==> src/sv/pjs_pkg.sv <==
package pjs_pkg;

  // Width of the frame counters and job counts on the result ports
  localparam int CNT6_W = 6;
  localparam logic [CNT6_W-1:0] CNT6_MAX = '1;

  // Configuration register indexes
  localparam logic [1:0] CFG_PLATE_CACHE = 2'd0;
  localparam logic [1:0] CFG_RETRY       = 2'd1;
  localparam logic [1:0] CFG_PLATE_BUDG  = 2'd2;
  localparam logic [1:0] CFG_RECOG_BUDG  = 2'd3;

  // Priority classes, lowest value served first
  localparam logic [1:0] PRIO_NEW      = 2'd0;
  localparam logic [1:0] PRIO_NO_PLATE = 2'd1;
  localparam logic [1:0] PRIO_STALE    = 2'd2;
  localparam logic [1:0] PRIO_CACHED   = 2'd3;

  typedef enum logic [1:0] {
    KIND_PLATE   = 2'd0,
    KIND_RECOG   = 2'd1,
    KIND_SUMMARY = 2'd2
  } kind_t;

  typedef enum logic [2:0] {
    ST_IDLE,
    ST_EVAL_P,
    ST_EVAL_R,
    ST_SHIFT,
    ST_PLACE,
    ST_WALK_RD,
    ST_WALK_EV,
    ST_SUMMARY
  } state_t;

  // One stored track, 52 bits
  typedef struct packed {
    logic [1:0]  prio;
    logic [15:0] wait_cnt;
    logic [15:0] score;
    logic [15:0] id;
    logic        stale;
    logic        due;
  } entry_t;

  // True if a must be ordered strictly ahead of b
  function automatic logic goes_before(entry_t a, entry_t b);
    logic res;
    if (a.prio != b.prio) begin
      res = (a.prio < b.prio);
    end else if (a.wait_cnt != b.wait_cnt) begin
      res = (a.wait_cnt > b.wait_cnt);
    end else if (a.score != b.score) begin
      res = (a.score > b.score);
    end else begin
      res = (a.id < b.id);
    end
    return res;
  endfunction

endpackage

==> src/sv/pjs_store.sv <==
module pjs_store #(
  parameter int DEPTH = 32,
  parameter int IDX_W = 5
) (
  input  logic                clk,
  input  logic                wr_en,
  input  logic [IDX_W-1:0]    wr_addr,
  input  pjs_pkg::entry_t     wr_data,
  input  logic [IDX_W-1:0]    rd_addr,
  output pjs_pkg::entry_t     rd_data
);

  pjs_pkg::entry_t mem [DEPTH];

  // Write port
  always_ff @(posedge clk) begin
    if (wr_en) begin
      mem[wr_addr] <= wr_data;
    end
  end

  // Registered read port
  always_ff @(posedge clk) begin
    rd_data <= mem[rd_addr];
  end

endmodule

==> src/sv/pjs_frame_test.sv <==
module pjs_frame_test (
  input  logic [31:0] frame,
  input  logic [31:0] base,
  input  logic [15:0] offset,
  output logic        reached
);

  logic [32:0] limit;

  // Compare frame against base plus offset in 33 bits, no wrap
  assign limit   = {1'b0, base} + {17'b0, offset};
  assign reached = ({1'b0, frame} >= limit);

endmodule

==> src/sv/priority_job_selector.sv <==
// Steps: an unstored record is handled in IDLE alone; a stored one passes EVAL_P, EVAL_R,
// one SHIFT step per stored entry it moves past, one more if it stops short of the head
// (none into an empty store), then PLACE. last_track adds WALK_RD, WALK_EV per stored entry,
// a WALK_RD check and SUMMARY; each result strobes out_valid in the cycle after its walk step.
// Throughput: one record at a time, busy high until done; results cannot be stalled.
// Reset (rst_n low, synchronous) clears counts and loads register defaults.
module priority_job_selector #(
  parameter int MAX_TRACKS = 32
) (
  input  logic        clk,
  input  logic        rst_n,

  input  logic        start,
  output logic        busy,
  input  logic [31:0] in_frame_number,
  input  logic [15:0] in_track_number,
  input  logic        in_is_eligible,
  input  logic        in_is_finalized,
  input  logic        in_is_new,
  input  logic        in_has_plate,
  input  logic [31:0] in_plate_frame,
  input  logic [31:0] in_recog_frame,
  input  logic [15:0] in_wait_frames,
  input  logic [15:0] in_detect_score,
  input  logic        in_last_track,

  output logic        out_valid,
  output logic [1:0]  out_result_kind,
  output logic [15:0] out_job_track,
  output logic [5:0]  out_eligible_count,
  output logic [5:0]  out_suppressed_count,
  output logic [5:0]  out_plate_deferred,
  output logic [5:0]  out_cached_count,
  output logic [5:0]  out_recog_deferred,
  output logic        out_final_result,

  input  logic        cfg_valid,
  output logic        cfg_ready,
  input  logic [1:0]  cfg_index,
  input  logic [15:0] cfg_data
);

  localparam int CNT_W = $clog2(MAX_TRACKS + 1);
  localparam int IDX_W = (MAX_TRACKS > 1) ? $clog2(MAX_TRACKS) : 1;
  localparam logic [CNT_W-1:0] MAX_CNT = CNT_W'(MAX_TRACKS);
  localparam int C6 = pjs_pkg::CNT6_W;

  pjs_pkg::state_t state_r, state_nxt;

  // Configuration registers
  logic [15:0] plate_cache_r, retry_r;
  logic [C6-1:0] plate_budg_r, recog_budg_r;

  // Captured record
  logic [31:0] frame_r, pf_r, rf_r;
  logic [15:0] id_r, wait_r, score_r;
  logic        new_r, has_plate_r, last_r;
  logic        expired_r, expired_nxt;
  pjs_pkg::entry_t new_entry_r, new_entry_nxt;

  // Frame state
  logic [CNT_W-1:0] count_r, count_nxt;
  logic [CNT_W-1:0] pos_r, pos_nxt;
  logic [CNT_W-1:0] walk_r, walk_nxt;
  logic [C6-1:0] elig_r, elig_nxt, supp_r, supp_nxt;
  logic [C6-1:0] plates_r, plates_nxt, recogs_r, recogs_nxt;
  logic [C6-1:0] pdef_r, pdef_nxt, cached_r, cached_nxt, rdef_r, rdef_nxt;

  // Result register
  logic        ovalid_r, ovalid_nxt;
  pjs_pkg::kind_t okind_r, okind_nxt;
  logic [15:0] otrack_r, otrack_nxt;
  logic [C6-1:0] oelig_r, oelig_nxt, osupp_r, osupp_nxt, opdef_r, opdef_nxt;
  logic [C6-1:0] ocached_r, ocached_nxt, ordef_r, ordef_nxt;
  logic        ofinal_r, ofinal_nxt;

  // Store port and shared frame test
  logic            wr_en;
  logic [IDX_W-1:0] wr_addr, rd_addr;
  pjs_pkg::entry_t wr_data, rd_data;
  logic [31:0]     test_base;
  logic [15:0]     test_off;
  logic            test_hit;
  logic            accept, store_it, ahead;
  logic [CNT_W-1:0] pos_m1, pos_m2, cnt_m1;

  assign accept   = start && (state_r == pjs_pkg::ST_IDLE);
  assign store_it = in_is_eligible && !in_is_finalized && (count_r < MAX_CNT);
  assign ahead    = pjs_pkg::goes_before(new_entry_r, rd_data);
  assign pos_m1   = pos_r - CNT_W'(1);
  assign pos_m2   = pos_r - CNT_W'(2);
  assign cnt_m1   = count_r - CNT_W'(1);

  pjs_store #(
    .DEPTH (MAX_TRACKS),
    .IDX_W (IDX_W)
  ) u_store (
    .clk     (clk),
    .wr_en   (wr_en),
    .wr_addr (wr_addr),
    .wr_data (wr_data),
    .rd_addr (rd_addr),
    .rd_data (rd_data)
  );

  // Share one 33-bit add and compare between the plate and retry tests
  assign test_base = (state_r == pjs_pkg::ST_EVAL_P) ? pf_r : rf_r;
  assign test_off  = (state_r == pjs_pkg::ST_EVAL_P) ? plate_cache_r : retry_r;

  pjs_frame_test u_test (
    .frame   (frame_r),
    .base    (test_base),
    .offset  (test_off),
    .reached (test_hit)
  );

  // Next state
  always_comb begin
    state_nxt = state_r;
    case (state_r)
      pjs_pkg::ST_IDLE: begin
        if (start) begin
          if (store_it) begin
            state_nxt = pjs_pkg::ST_EVAL_P;
          end else if (in_last_track) begin
            state_nxt = pjs_pkg::ST_WALK_RD;
          end
        end
      end
      pjs_pkg::ST_EVAL_P: state_nxt = pjs_pkg::ST_EVAL_R;
      pjs_pkg::ST_EVAL_R: begin
        state_nxt = (count_r != '0) ? pjs_pkg::ST_SHIFT : pjs_pkg::ST_PLACE;
      end
      pjs_pkg::ST_SHIFT: begin
        if (!ahead || pos_r <= CNT_W'(1)) begin
          state_nxt = pjs_pkg::ST_PLACE;
        end
      end
      pjs_pkg::ST_PLACE: begin
        state_nxt = last_r ? pjs_pkg::ST_WALK_RD : pjs_pkg::ST_IDLE;
      end
      pjs_pkg::ST_WALK_RD: begin
        state_nxt = (walk_r == count_r) ? pjs_pkg::ST_SUMMARY : pjs_pkg::ST_WALK_EV;
      end
      pjs_pkg::ST_WALK_EV: state_nxt = pjs_pkg::ST_WALK_RD;
      pjs_pkg::ST_SUMMARY: state_nxt = pjs_pkg::ST_IDLE;
      default: state_nxt = pjs_pkg::ST_IDLE;
    endcase
  end

  // Datapath and result control
  always_comb begin
    expired_nxt   = expired_r;
    new_entry_nxt = new_entry_r;
    count_nxt     = count_r;
    pos_nxt       = pos_r;
    walk_nxt      = walk_r;
    elig_nxt      = elig_r;
    supp_nxt      = supp_r;
    plates_nxt    = plates_r;
    recogs_nxt    = recogs_r;
    pdef_nxt      = pdef_r;
    cached_nxt    = cached_r;
    rdef_nxt      = rdef_r;
    wr_en         = 1'b0;
    wr_addr       = pos_r[IDX_W-1:0];
    wr_data       = new_entry_r;
    rd_addr       = '0;
    ovalid_nxt    = 1'b0;
    okind_nxt     = pjs_pkg::KIND_PLATE;
    otrack_nxt    = '0;
    oelig_nxt     = '0;
    osupp_nxt     = '0;
    opdef_nxt     = '0;
    ocached_nxt   = '0;
    ordef_nxt     = '0;
    ofinal_nxt    = 1'b0;
    case (state_r)
      pjs_pkg::ST_IDLE: begin
        // Count eligible and suppressed records, saturating
        if (start && in_is_eligible) begin
          if (elig_r != pjs_pkg::CNT6_MAX) begin
            elig_nxt = elig_r + C6'(1);
          end
          if (in_is_finalized && supp_r != pjs_pkg::CNT6_MAX) begin
            supp_nxt = supp_r + C6'(1);
          end
        end
      end
      pjs_pkg::ST_EVAL_P: begin
        expired_nxt = test_hit;
      end
      pjs_pkg::ST_EVAL_R: begin
        // Build the entry and fetch the current tail
        new_entry_nxt.id       = id_r;
        new_entry_nxt.wait_cnt = wait_r;
        new_entry_nxt.score    = score_r;
        new_entry_nxt.stale    = !has_plate_r || expired_r;
        new_entry_nxt.due      = test_hit;
        if (new_r) begin
          new_entry_nxt.prio = pjs_pkg::PRIO_NEW;
        end else if (!has_plate_r) begin
          new_entry_nxt.prio = pjs_pkg::PRIO_NO_PLATE;
        end else if (expired_r) begin
          new_entry_nxt.prio = pjs_pkg::PRIO_STALE;
        end else begin
          new_entry_nxt.prio = pjs_pkg::PRIO_CACHED;
        end
        pos_nxt = count_r;
        rd_addr = cnt_m1[IDX_W-1:0];
      end
      pjs_pkg::ST_SHIFT: begin
        // Move the fetched entry up one slot while the new one goes ahead of it
        if (ahead) begin
          wr_en   = 1'b1;
          wr_data = rd_data;
          pos_nxt = pos_m1;
          rd_addr = pos_m2[IDX_W-1:0];
        end
      end
      pjs_pkg::ST_PLACE: begin
        wr_en     = 1'b1;
        count_nxt = count_r + CNT_W'(1);
      end
      pjs_pkg::ST_WALK_RD: begin
        rd_addr = walk_r[IDX_W-1:0];
      end
      pjs_pkg::ST_WALK_EV: begin
        // Grant, defer or only count one entry in store order
        walk_nxt = walk_r + CNT_W'(1);
        if (rd_data.stale) begin
          if (plates_r < plate_budg_r) begin
            plates_nxt = plates_r + C6'(1);
            ovalid_nxt = 1'b1;
            okind_nxt  = pjs_pkg::KIND_PLATE;
            otrack_nxt = rd_data.id;
          end else begin
            pdef_nxt = pdef_r + C6'(1);
          end
        end else begin
          cached_nxt = cached_r + C6'(1);
          if (rd_data.due) begin
            if (recogs_r < recog_budg_r) begin
              recogs_nxt = recogs_r + C6'(1);
              ovalid_nxt = 1'b1;
              okind_nxt  = pjs_pkg::KIND_RECOG;
              otrack_nxt = rd_data.id;
            end else begin
              rdef_nxt = rdef_r + C6'(1);
            end
          end
        end
      end
      pjs_pkg::ST_SUMMARY: begin
        // Emit the summary and clear the frame
        ovalid_nxt  = 1'b1;
        okind_nxt   = pjs_pkg::KIND_SUMMARY;
        oelig_nxt   = elig_r;
        osupp_nxt   = supp_r;
        opdef_nxt   = pdef_r;
        ocached_nxt = cached_r;
        ordef_nxt   = rdef_r;
        ofinal_nxt  = 1'b1;
        count_nxt   = '0;
        walk_nxt    = '0;
        elig_nxt    = '0;
        supp_nxt    = '0;
        plates_nxt  = '0;
        recogs_nxt  = '0;
        pdef_nxt    = '0;
        cached_nxt  = '0;
        rdef_nxt    = '0;
      end
      default: begin
      end
    endcase
  end

  // Control registers
  always_ff @(posedge clk) begin
    if (!rst_n) begin
      state_r  <= pjs_pkg::ST_IDLE;
      count_r  <= '0;
      walk_r   <= '0;
      elig_r   <= '0;
      supp_r   <= '0;
      plates_r <= '0;
      recogs_r <= '0;
      pdef_r   <= '0;
      cached_r <= '0;
      rdef_r   <= '0;
      ovalid_r <= 1'b0;
    end else begin
      state_r  <= state_nxt;
      count_r  <= count_nxt;
      walk_r   <= walk_nxt;
      elig_r   <= elig_nxt;
      supp_r   <= supp_nxt;
      plates_r <= plates_nxt;
      recogs_r <= recogs_nxt;
      pdef_r   <= pdef_nxt;
      cached_r <= cached_nxt;
      rdef_r   <= rdef_nxt;
      ovalid_r <= ovalid_nxt;
    end
  end

  // Configuration registers, written only between records
  always_ff @(posedge clk) begin
    if (!rst_n) begin
      plate_cache_r <= 16'd30;
      retry_r       <= 16'd10;
      plate_budg_r  <= C6'(4);
      recog_budg_r  <= C6'(2);
    end else if (cfg_valid && cfg_ready) begin
      case (cfg_index)
        pjs_pkg::CFG_PLATE_CACHE: plate_cache_r <= cfg_data;
        pjs_pkg::CFG_RETRY:       retry_r       <= cfg_data;
        pjs_pkg::CFG_PLATE_BUDG:  plate_budg_r  <= cfg_data[C6-1:0];
        pjs_pkg::CFG_RECOG_BUDG:  recog_budg_r  <= cfg_data[C6-1:0];
        default: begin
        end
      endcase
    end
  end

  // Payload registers
  always_ff @(posedge clk) begin
    if (accept) begin
      frame_r     <= in_frame_number;
      id_r        <= in_track_number;
      new_r       <= in_is_new;
      has_plate_r <= in_has_plate;
      pf_r        <= in_plate_frame;
      rf_r        <= in_recog_frame;
      wait_r      <= in_wait_frames;
      score_r     <= in_detect_score;
      last_r      <= in_last_track;
    end
    expired_r   <= expired_nxt;
    new_entry_r <= new_entry_nxt;
    pos_r       <= pos_nxt;
    okind_r     <= okind_nxt;
    otrack_r    <= otrack_nxt;
    oelig_r     <= oelig_nxt;
    osupp_r     <= osupp_nxt;
    opdef_r     <= opdef_nxt;
    ocached_r   <= ocached_nxt;
    ordef_r     <= ordef_nxt;
    ofinal_r    <= ofinal_nxt;
  end

  assign busy                 = (state_r != pjs_pkg::ST_IDLE);
  assign cfg_ready            = (state_r == pjs_pkg::ST_IDLE);
  assign out_valid            = ovalid_r;
  assign out_result_kind      = okind_r;
  assign out_job_track        = otrack_r;
  assign out_eligible_count   = oelig_r;
  assign out_suppressed_count = osupp_r;
  assign out_plate_deferred   = opdef_r;
  assign out_cached_count     = ocached_r;
  assign out_recog_deferred   = ordef_r;
  assign out_final_result     = ofinal_r;

endmodule
==> config.mk <==
export PLATFORM = sky130hd
export DESIGN_NAME = priority_job_selector
export DESIGN_NICKNAME = d
export VERILOG_FILES = /design/src/sv/pjs_pkg.sv /design/src/sv/pjs_store.sv /design/src/sv/pjs_frame_test.sv /design/src/sv/priority_job_selector.sv
export SDC_FILE = /design/constraint.sdc
export NUM_CORES = 2
export LEC_CHECK = 0
export BUFFER_PORTS_ARGS = -buffer_cell sky130_fd_sc_hd__buf_2
export CAP_MARGIN = 20
export CORE_MARGIN = 1
export CORE_UTILIZATION = 42
export CTS_BUF_LIST = sky130_fd_sc_hd__clkbuf_8
export DETAILED_ROUTE_END_ITERATION = 10
export HOLD_SLACK_MARGIN = 0.03
export PLACE_DENSITY = 0.65
export SYNTH_ARGS = -nofsm -noshare
export SYNTH_HDL_FRONTEND = slang
export SYNTH_HIERARCHICAL = 1
export SYNTH_SLANG_ARGS = --single-unit
==> constraint.sdc <==
create_clock -name clk -period 6 [get_ports clk]
set_input_delay 0.6 -clock clk [delete_from_list [all_inputs] [get_ports clk]]
set_output_delay 0.6 -clock clk [all_outputs]
set_load 0.02 [all_outputs]
# Yosys cells after proc, flatten, opt, wreduce, memory -nomap -nowiden
# Memories as Yosys holds them, arrays and structs flattened. A register that Yosys moved wholly into a read port is not among the register bits.
# Cells that the tools add are included.
dict set report totals {
  ff_bits 357
  ramBits 1664
  in_bits 171
  output_inout_bits 52
  elab_cells 191
  memories 1
}
dict set report op_classes {
  n_addsub 13
  n_lt_le_gt_ge 9
  n_eq_ne 30
  muxes 63
  bitwise_logic 1
  reduce_logical 33
}
# name words word_bits read_ports rd_ports_with_merged_regs wr line
set mem_list {}
lappend mem_list {u_store.mem 32 52 1 1 1 pjs_store.sv:13} ;# pjs_pkg::entry_t mem [DEPTH];
# cell count
set ops {}
lappend ops {{$pmux W6 S2} 10}
lappend ops {{$mux W52} 2}
lappend ops {{$mux W6} 16}
lappend ops {{$mux W16} 5}
lappend ops {{$add A6 B1 Y6 const B} 9}
lappend ops {{$add A32 B16 Y33} 1}
lappend ops {{$ge A32 B33 Y1} 1}
lappend ops {{$gt A16 B16 Y1} 2}
lappend ops {{$mux W32} 1}
lappend ops {{$ne A16 B16 Y1} 2}
lappend ops {{$pmux W3 S8} 1}
lappend ops {{$mux W3} 6}
lappend ops {{$mux W1} 17}
lappend ops {{$lt A16 B16 Y1} 1}
lappend ops {{$ne A2 B2 Y1 const B} 8}
lappend ops {{$pmux W5 S3} 1}
lappend ops {{$reduce_and A3 Y1} 5}
lappend ops {{$eq A3 B3 Y1 const B} 4}
lappend ops {{$lt A6 B6 Y1} 2}
lappend ops {{$ne A6 B6 Y1 const B} 2}
lappend ops {{$reduce_and A2 Y1} 6}
lappend ops {{$ne A2 B1 Y1 const B} 5}
lappend ops {{$reduce_and A4 Y1} 2}
lappend ops {{$reduce_bool A2 Y1} 4}
lappend ops {{other kinds (25)} 36}

# Logic depth before layout (Yosys ltp)
dict set report depth {
  word_depth 8
  depth_mapped 23
  ltp_nobuf 21
}

# Hierarchy
# Netlist, hierarchy kept.
# mod instances cells_each area_per_inst_um2
set modules_own_cells {}
lappend modules_own_cells {pjs_store 1 3641 65723.0}
lappend modules_own_cells {priority_job_selector 1 1202 14930.6}
lappend modules_own_cells {pjs_frame_test 1 219 1720.4}

# Worst setup path before layout
# Ideal clock, no wire load.
dict set report synth_timing {
  path_kind {register to register}
  start {register state_r[2]}
  end {register elig_r[5]}
  setup_time_ns 0.072
  arrival_time_ns 5.916
  required_ns 5.928
  setup_slack_ns 0.012
  path_stages_with_launch 8
  path_buffers 0
  period_less_slack_ns 5.988
  path_cell_list {dfxtp_1 > nor3_2 > and2_1 > a21oi_1 > a31oi_1 > nand4_1 > or3_1 > a21oi_1}
}
dict set report synth_via {
  elab_chain_cells 3
  word_cells_on_any_way 7
}
# element line
set synth_rtl {}
lappend synth_rtl {{start: declaration} priority_job_selector.sv:48} ;# pjs_pkg::state_t state_r, state_nxt;
lappend synth_rtl {{start signal: assignment} priority_job_selector.sv:282} ;# state_r <= pjs_pkg::ST_IDLE;
lappend synth_rtl {{start signal: assignment} priority_job_selector.sv:294} ;# state_r <= state_nxt;
lappend synth_rtl {{$logic_not A3 Y1 *} -}
lappend synth_rtl {{net cfg_ready} priority_job_selector.sv:38} ;# output logic cfg_ready,
lappend synth_rtl {{$ne A2 B1 Y1 (no source line) / $reduce_bool A2 Y1 (equally long branches)} -}
lappend synth_rtl {{$reduce_and A3 Y1 (no source line)} -}
lappend synth_rtl {{end signal: assignment} priority_job_selector.sv:297} ;# elig_r <= elig_nxt;
lappend synth_rtl {{end: declaration} priority_job_selector.sv:65} ;# logic [C6-1:0] elig_r, elig_nxt, supp_r, supp_nxt;
# Mark *: on every way through the listed nets, which the timed path passes. The rest lies on a longest branch.
# A chain may end at the register's enable or synchronous reset.

# Final worst setup path
dict set report layout_timing {
  start {register new_entry_r[49] in the netlist's numbering}
  end {register u_store/rd_data[25] (netlist name)}
}
dict set report layout_via {
  elab_chain_cells 5
  word_cells_on_any_way 6
}
# element line
set layout_rtl {}
lappend layout_rtl {{start: declaration} priority_job_selector.sv:59} ;# pjs_pkg::entry_t new_entry_r, new_entry_nxt;
lappend layout_rtl {{start signal: assignment} priority_job_selector.sv:341} ;# new_entry_r <= new_entry_nxt;
lappend layout_rtl {{$gt A16 B16 Y1 / $ne A16 B16 Y1 (equally long branches)} {pjs_pkg.sv:52, pjs_pkg.sv:51}}
lappend layout_rtl {{$mux W1 *} pjs_pkg.sv:51} ;# end else if (a.wait_cnt != b.wait_cnt) begin
lappend layout_rtl {{$mux W1 *} pjs_pkg.sv:49} ;# if (a.prio != b.prio) begin
lappend layout_rtl {{$mux W5 *} priority_job_selector.sv:214} ;# if (ahead) begin
lappend layout_rtl {{$pmux W5 S3 *} priority_job_selector.sv:178} ;# case (state_r)
lappend layout_rtl {{net rd_addr[2]} priority_job_selector.sv:79} ;# logic [IDX_W-1:0] wr_addr, rd_addr;
# Marks and branches as above.

==> out/qor.yml <==
routing:
  dr.pass1.iters: 5
  ant_nets: 0
  route.detailed.drc: 0
  via_count: 46800
  viasPerCell: 5.44
  drt_wl_total_um: 212000
  drt-initial-drc-count: 4687
  routedWlPerCell_um: 24.6
floorplanning:
  die_y_um: 445
  dieArea_sq_um: 198000
  die_w_um: 445
  rows: 162
  core_sq_um: 195000
  start_util_pct: 42.3
  num_io_pins: 223
setup_path:
  arrival_ns: 6.52
  start_kind: "flop"
  critPathMostFrequentCell: "buf_4"
  cp_max_fo: 52
  max_stage_delay_ns: 0.75
  cp_top_family: "simple AND/OR/NAND/NOR gates"
  critPathSlowestCell: "or4_1"
  crit_path_cell_trace: "ha_1, nand4_1, or4_1, nor4_1, o311ai_1, buf_4, a31oi_2, o21ai_4, o221ai_1, nor2b_4, buf_4, buf_12, a22o_1, nor3_1, a31oi_1, nand3_1"
  cp.required_ns: 6.85
  cp-end-kind: "flop"
  crit_type: "flop to flop"
  worst-path-buf-inv: 3
sta:
  slew_viol_final: 0
  slew_headroom_pct: 10.5
  finalSetupViolCount: 0
  final-hold-violation-count: 0
  fin_tns_setup_ns: 0
  finalCritPeriodShare_pct: 94.5
  finalCriticalPeriod_ns: 5.67
  post-route-worst-setup-slack_ns: 0.330
  rsz0062_at_grt: "false"
  skew_ns: 0.104
  max_freq_mhz: 176
  tightest_slew_ns: 1.33
  worst_hold_slack_ns: 0.132
logic_synthesis:
  synth_top_family_by_area: "multiplexers"
  ys.flop_type: "edfxtp_1"
  synthMuxAreaShare_pct: 11.7
  yosysSeqAreaShare_pct: 73.1
  synth_xor_area_share_pct: 0.776
  yosys.area_share.simple_pct: 4.81
  postSynthCellCount: 5062
  synth_edf_count: 1870
  netlist_area_sq_um: 82400
  synthArstFlopShare_pct: 0
  syn_avg_cell_area_sq_um: 16.3
  synthDistinctLibCells: 76
  synth-compound-area-share_pct: 5.54
  synth_warnings: 6
  synth_nets: 5355
  ys_seq_elements: 2072
  synth_fa_ha_area_share_pct: 1.86
power_and_ir_drop:
  ir_drop_v: 0.000291
  power_density_nw_per_um2: 375
  p_leak_uw: 0.0316
  fin_total_pwr_uw: 36000
run_status:
  status: "complete, no violations"
clock_tree:
  ctsResizeCount: 0
  insertion_delay_ns: 1.10
  clk_pin_slew_worst_paths_ns: 0.06
  clock-sinks: 2072
  clock_path_buffers: 4
  numCtsBuffers: 353
  htree_levels: 5
  cts-root-buf: "clkbuf_8"
  cts_tree: "built"
global_route:
  grt_pass1_vias: 46500
  grt_max_degree: 148
  grt_overflow_total: 0
  grt_antenna_before_repair: 5
  track_usage_pct: 20.9
  grt_pass1_wl_um: 305000
finish:
  fin_nets: 5992
  layout-drive-gt1-share_pct: 16.7
  utilization_pct: 49.3
  areaGrowthSynthToFinish_pct: 16.5
hold_path:
  worstHoldPathType: "primary input to flop"
placement:
  dp_slack_ns: 0.438
  place_congestion: 0.844
  portBuffers: 222
  hpwl_um: 111000
job:
  max_cap_viol_count: 0
==> flip-flops by register name, summed over array words and instances, names as in the netlist, 32 cells and up <==
name	cells
rf_r	32
pf_r	32
u_store/mem	1664
new_entry_r	52
frame_r	32
u_store/rd_data	52
==> cell usage after synthesis (31+ instances only) <==
| library cell | instances | area share, % |
|---|---|---|
| a21boi_0 | 33 | 0.30 |
| a21oi_1 | 205 | 1.2 |
| a22o_1 | 105 | 1.1 |
| a22oi_1 | 158 | 1.4 |
| a31oi_1 | 55 | 0.42 |
| and2_1 | 45 | 0.34 |
| buf_4 | 54 | 0.49 |
| buf_6 | 41 | 0.56 |
| clkbuf_1 | 106 | 0.48 |
| dfxtp_1 | 202 | 4.9 |
| edfxtp_1 | 1870 | 68 |
| ha_1 | 121 | 1.8 |
| inv_1 | 76 | 0.35 |
| mux2_2 | 96 | 1.3 |
| mux2i_1 | 852 | 10 |
| nand2_1 | 293 | 1.3 |
| nand3_1 | 188 | 1.1 |
| nand4_1 | 31 | 0.24 |
| nor2_1 | 124 | 0.57 |
| nor3_1 | 72 | 0.44 |
| o21ai_0 | 40 | 0.24 |
| xnor2_1 | 40 | 0.43 |
| xor2_1 | 33 | 0.35 |
==> power breakdown <==
| group | switching, uW | leakage (uW) | total (uW) | internal [uW] |
|---|---|---|---|---|
| clock | 5600 | 0.00390 | 12100 | 6480 |
| sequential | 414 | 0.0185 | 17200 | 16800 |
| combinational | 4140 | 0.00916 | 6650 | 2510 |
==> worst min-delay path, stage by stage <==
cell,delay [ns]
buf_2,0.10
buf_4,0.27
nand2_1,0.11
==> metal layers <==
metal  track usage, %  share of wire (%)  up-vias
met5                0                  0        -
met4             7.26                2.8        0
met3             3.60                6.9      362
met2             34.6                 49     1769
met1             27.7                 41    23700
li1                 -                  -    20900
==> metrics by stage <==
stage	instance area [sq um]	instances
final	95900	8599
after global routing	95900	8599
after CTS	95900	8594
after detailed placement	87600	7804
after global placement	87600	7802
after floorplan	82400	5062
==> logic make-up after synthesis <==
kind of cell,count (synthesis)
flip-flops,2072
multiplexers,953
AND/OR/NAND/NOR,845
AO/OA/AOI/OAI,667
buffers and inverters,330
adder cells (fa/ha/maj),122
XOR/XNOR,73
==> path summary, 6_finish.rpt <==
kind | cells past startpoint | endpoint | slack (ns) | from
worst max-delay path | 16 | u_store/rd_data[25] | 0.33 | new_entry_r[49]
worst min-delay path | 3 | recog_budg_r[1] | 0.13 | rst_n
worst max register to register | 16 | u_store/rd_data[25] | 0.33 | new_entry_r[49]
worst min register to register | 0 | new_entry_r[19] | 0.40 | score_r[1]
==> cell usage in the layout, fill, tap and decap left out, types with 7 or more instances in the layout <==
cell / instances
edfxtp_1: 1870
or3_1: 8
xor2_1: 33
clkbuf_8: 408
clkinv_2: 36
and2_1: 43
dfxtp_1: 202
a21boi_0: 33
nand2_1: 292
clkinv_1: 42
nor2_4: 34
nand3b_1: 7
nand4_1: 31
o21ai_0: 40
dlygate4sd3_1: 163
nor2b_1: 23
xnor2_1: 40
mux2i_1: 852
a21o_1: 11
ha_1: 121
nor3b_1: 8
a31oi_1: 55
a22oi_1: 158
clkinvlp_4: 9
bufinv_16: 7
a211oi_1: 7
nand3_1: 188
nor2_1: 90
nand2b_1: 13
a22o_1: 105
mux2_2: 96
inv_1: 197
a21oi_1: 205
nor3_1: 72
buf_2: 222
and3_1: 8
buf_4: 81
buf_12: 69
==> area by class of cell <==
class | instances | area, sq um
Clock buffer | 408 | 5620
Inverter | 76 | 287
Sequential cell | 2072 | 60200
Tap cell | 2624 | 3280
Antenna cell | 4 | 10.0
Timing Repair Buffer | 536 | 4740
Fill cell | 16200 | 98800
Clock inverter | 219 | 1100
Multi-Input combinational cell | 2660 | 20700
==> what timing repair did <==
item / in CTS / in global routing
hold buffers: 163 / 0
buffers inserted: 0 / 0
endpoints found under the hold margin: 191 / 0
(Power assumes the default switching activity.)
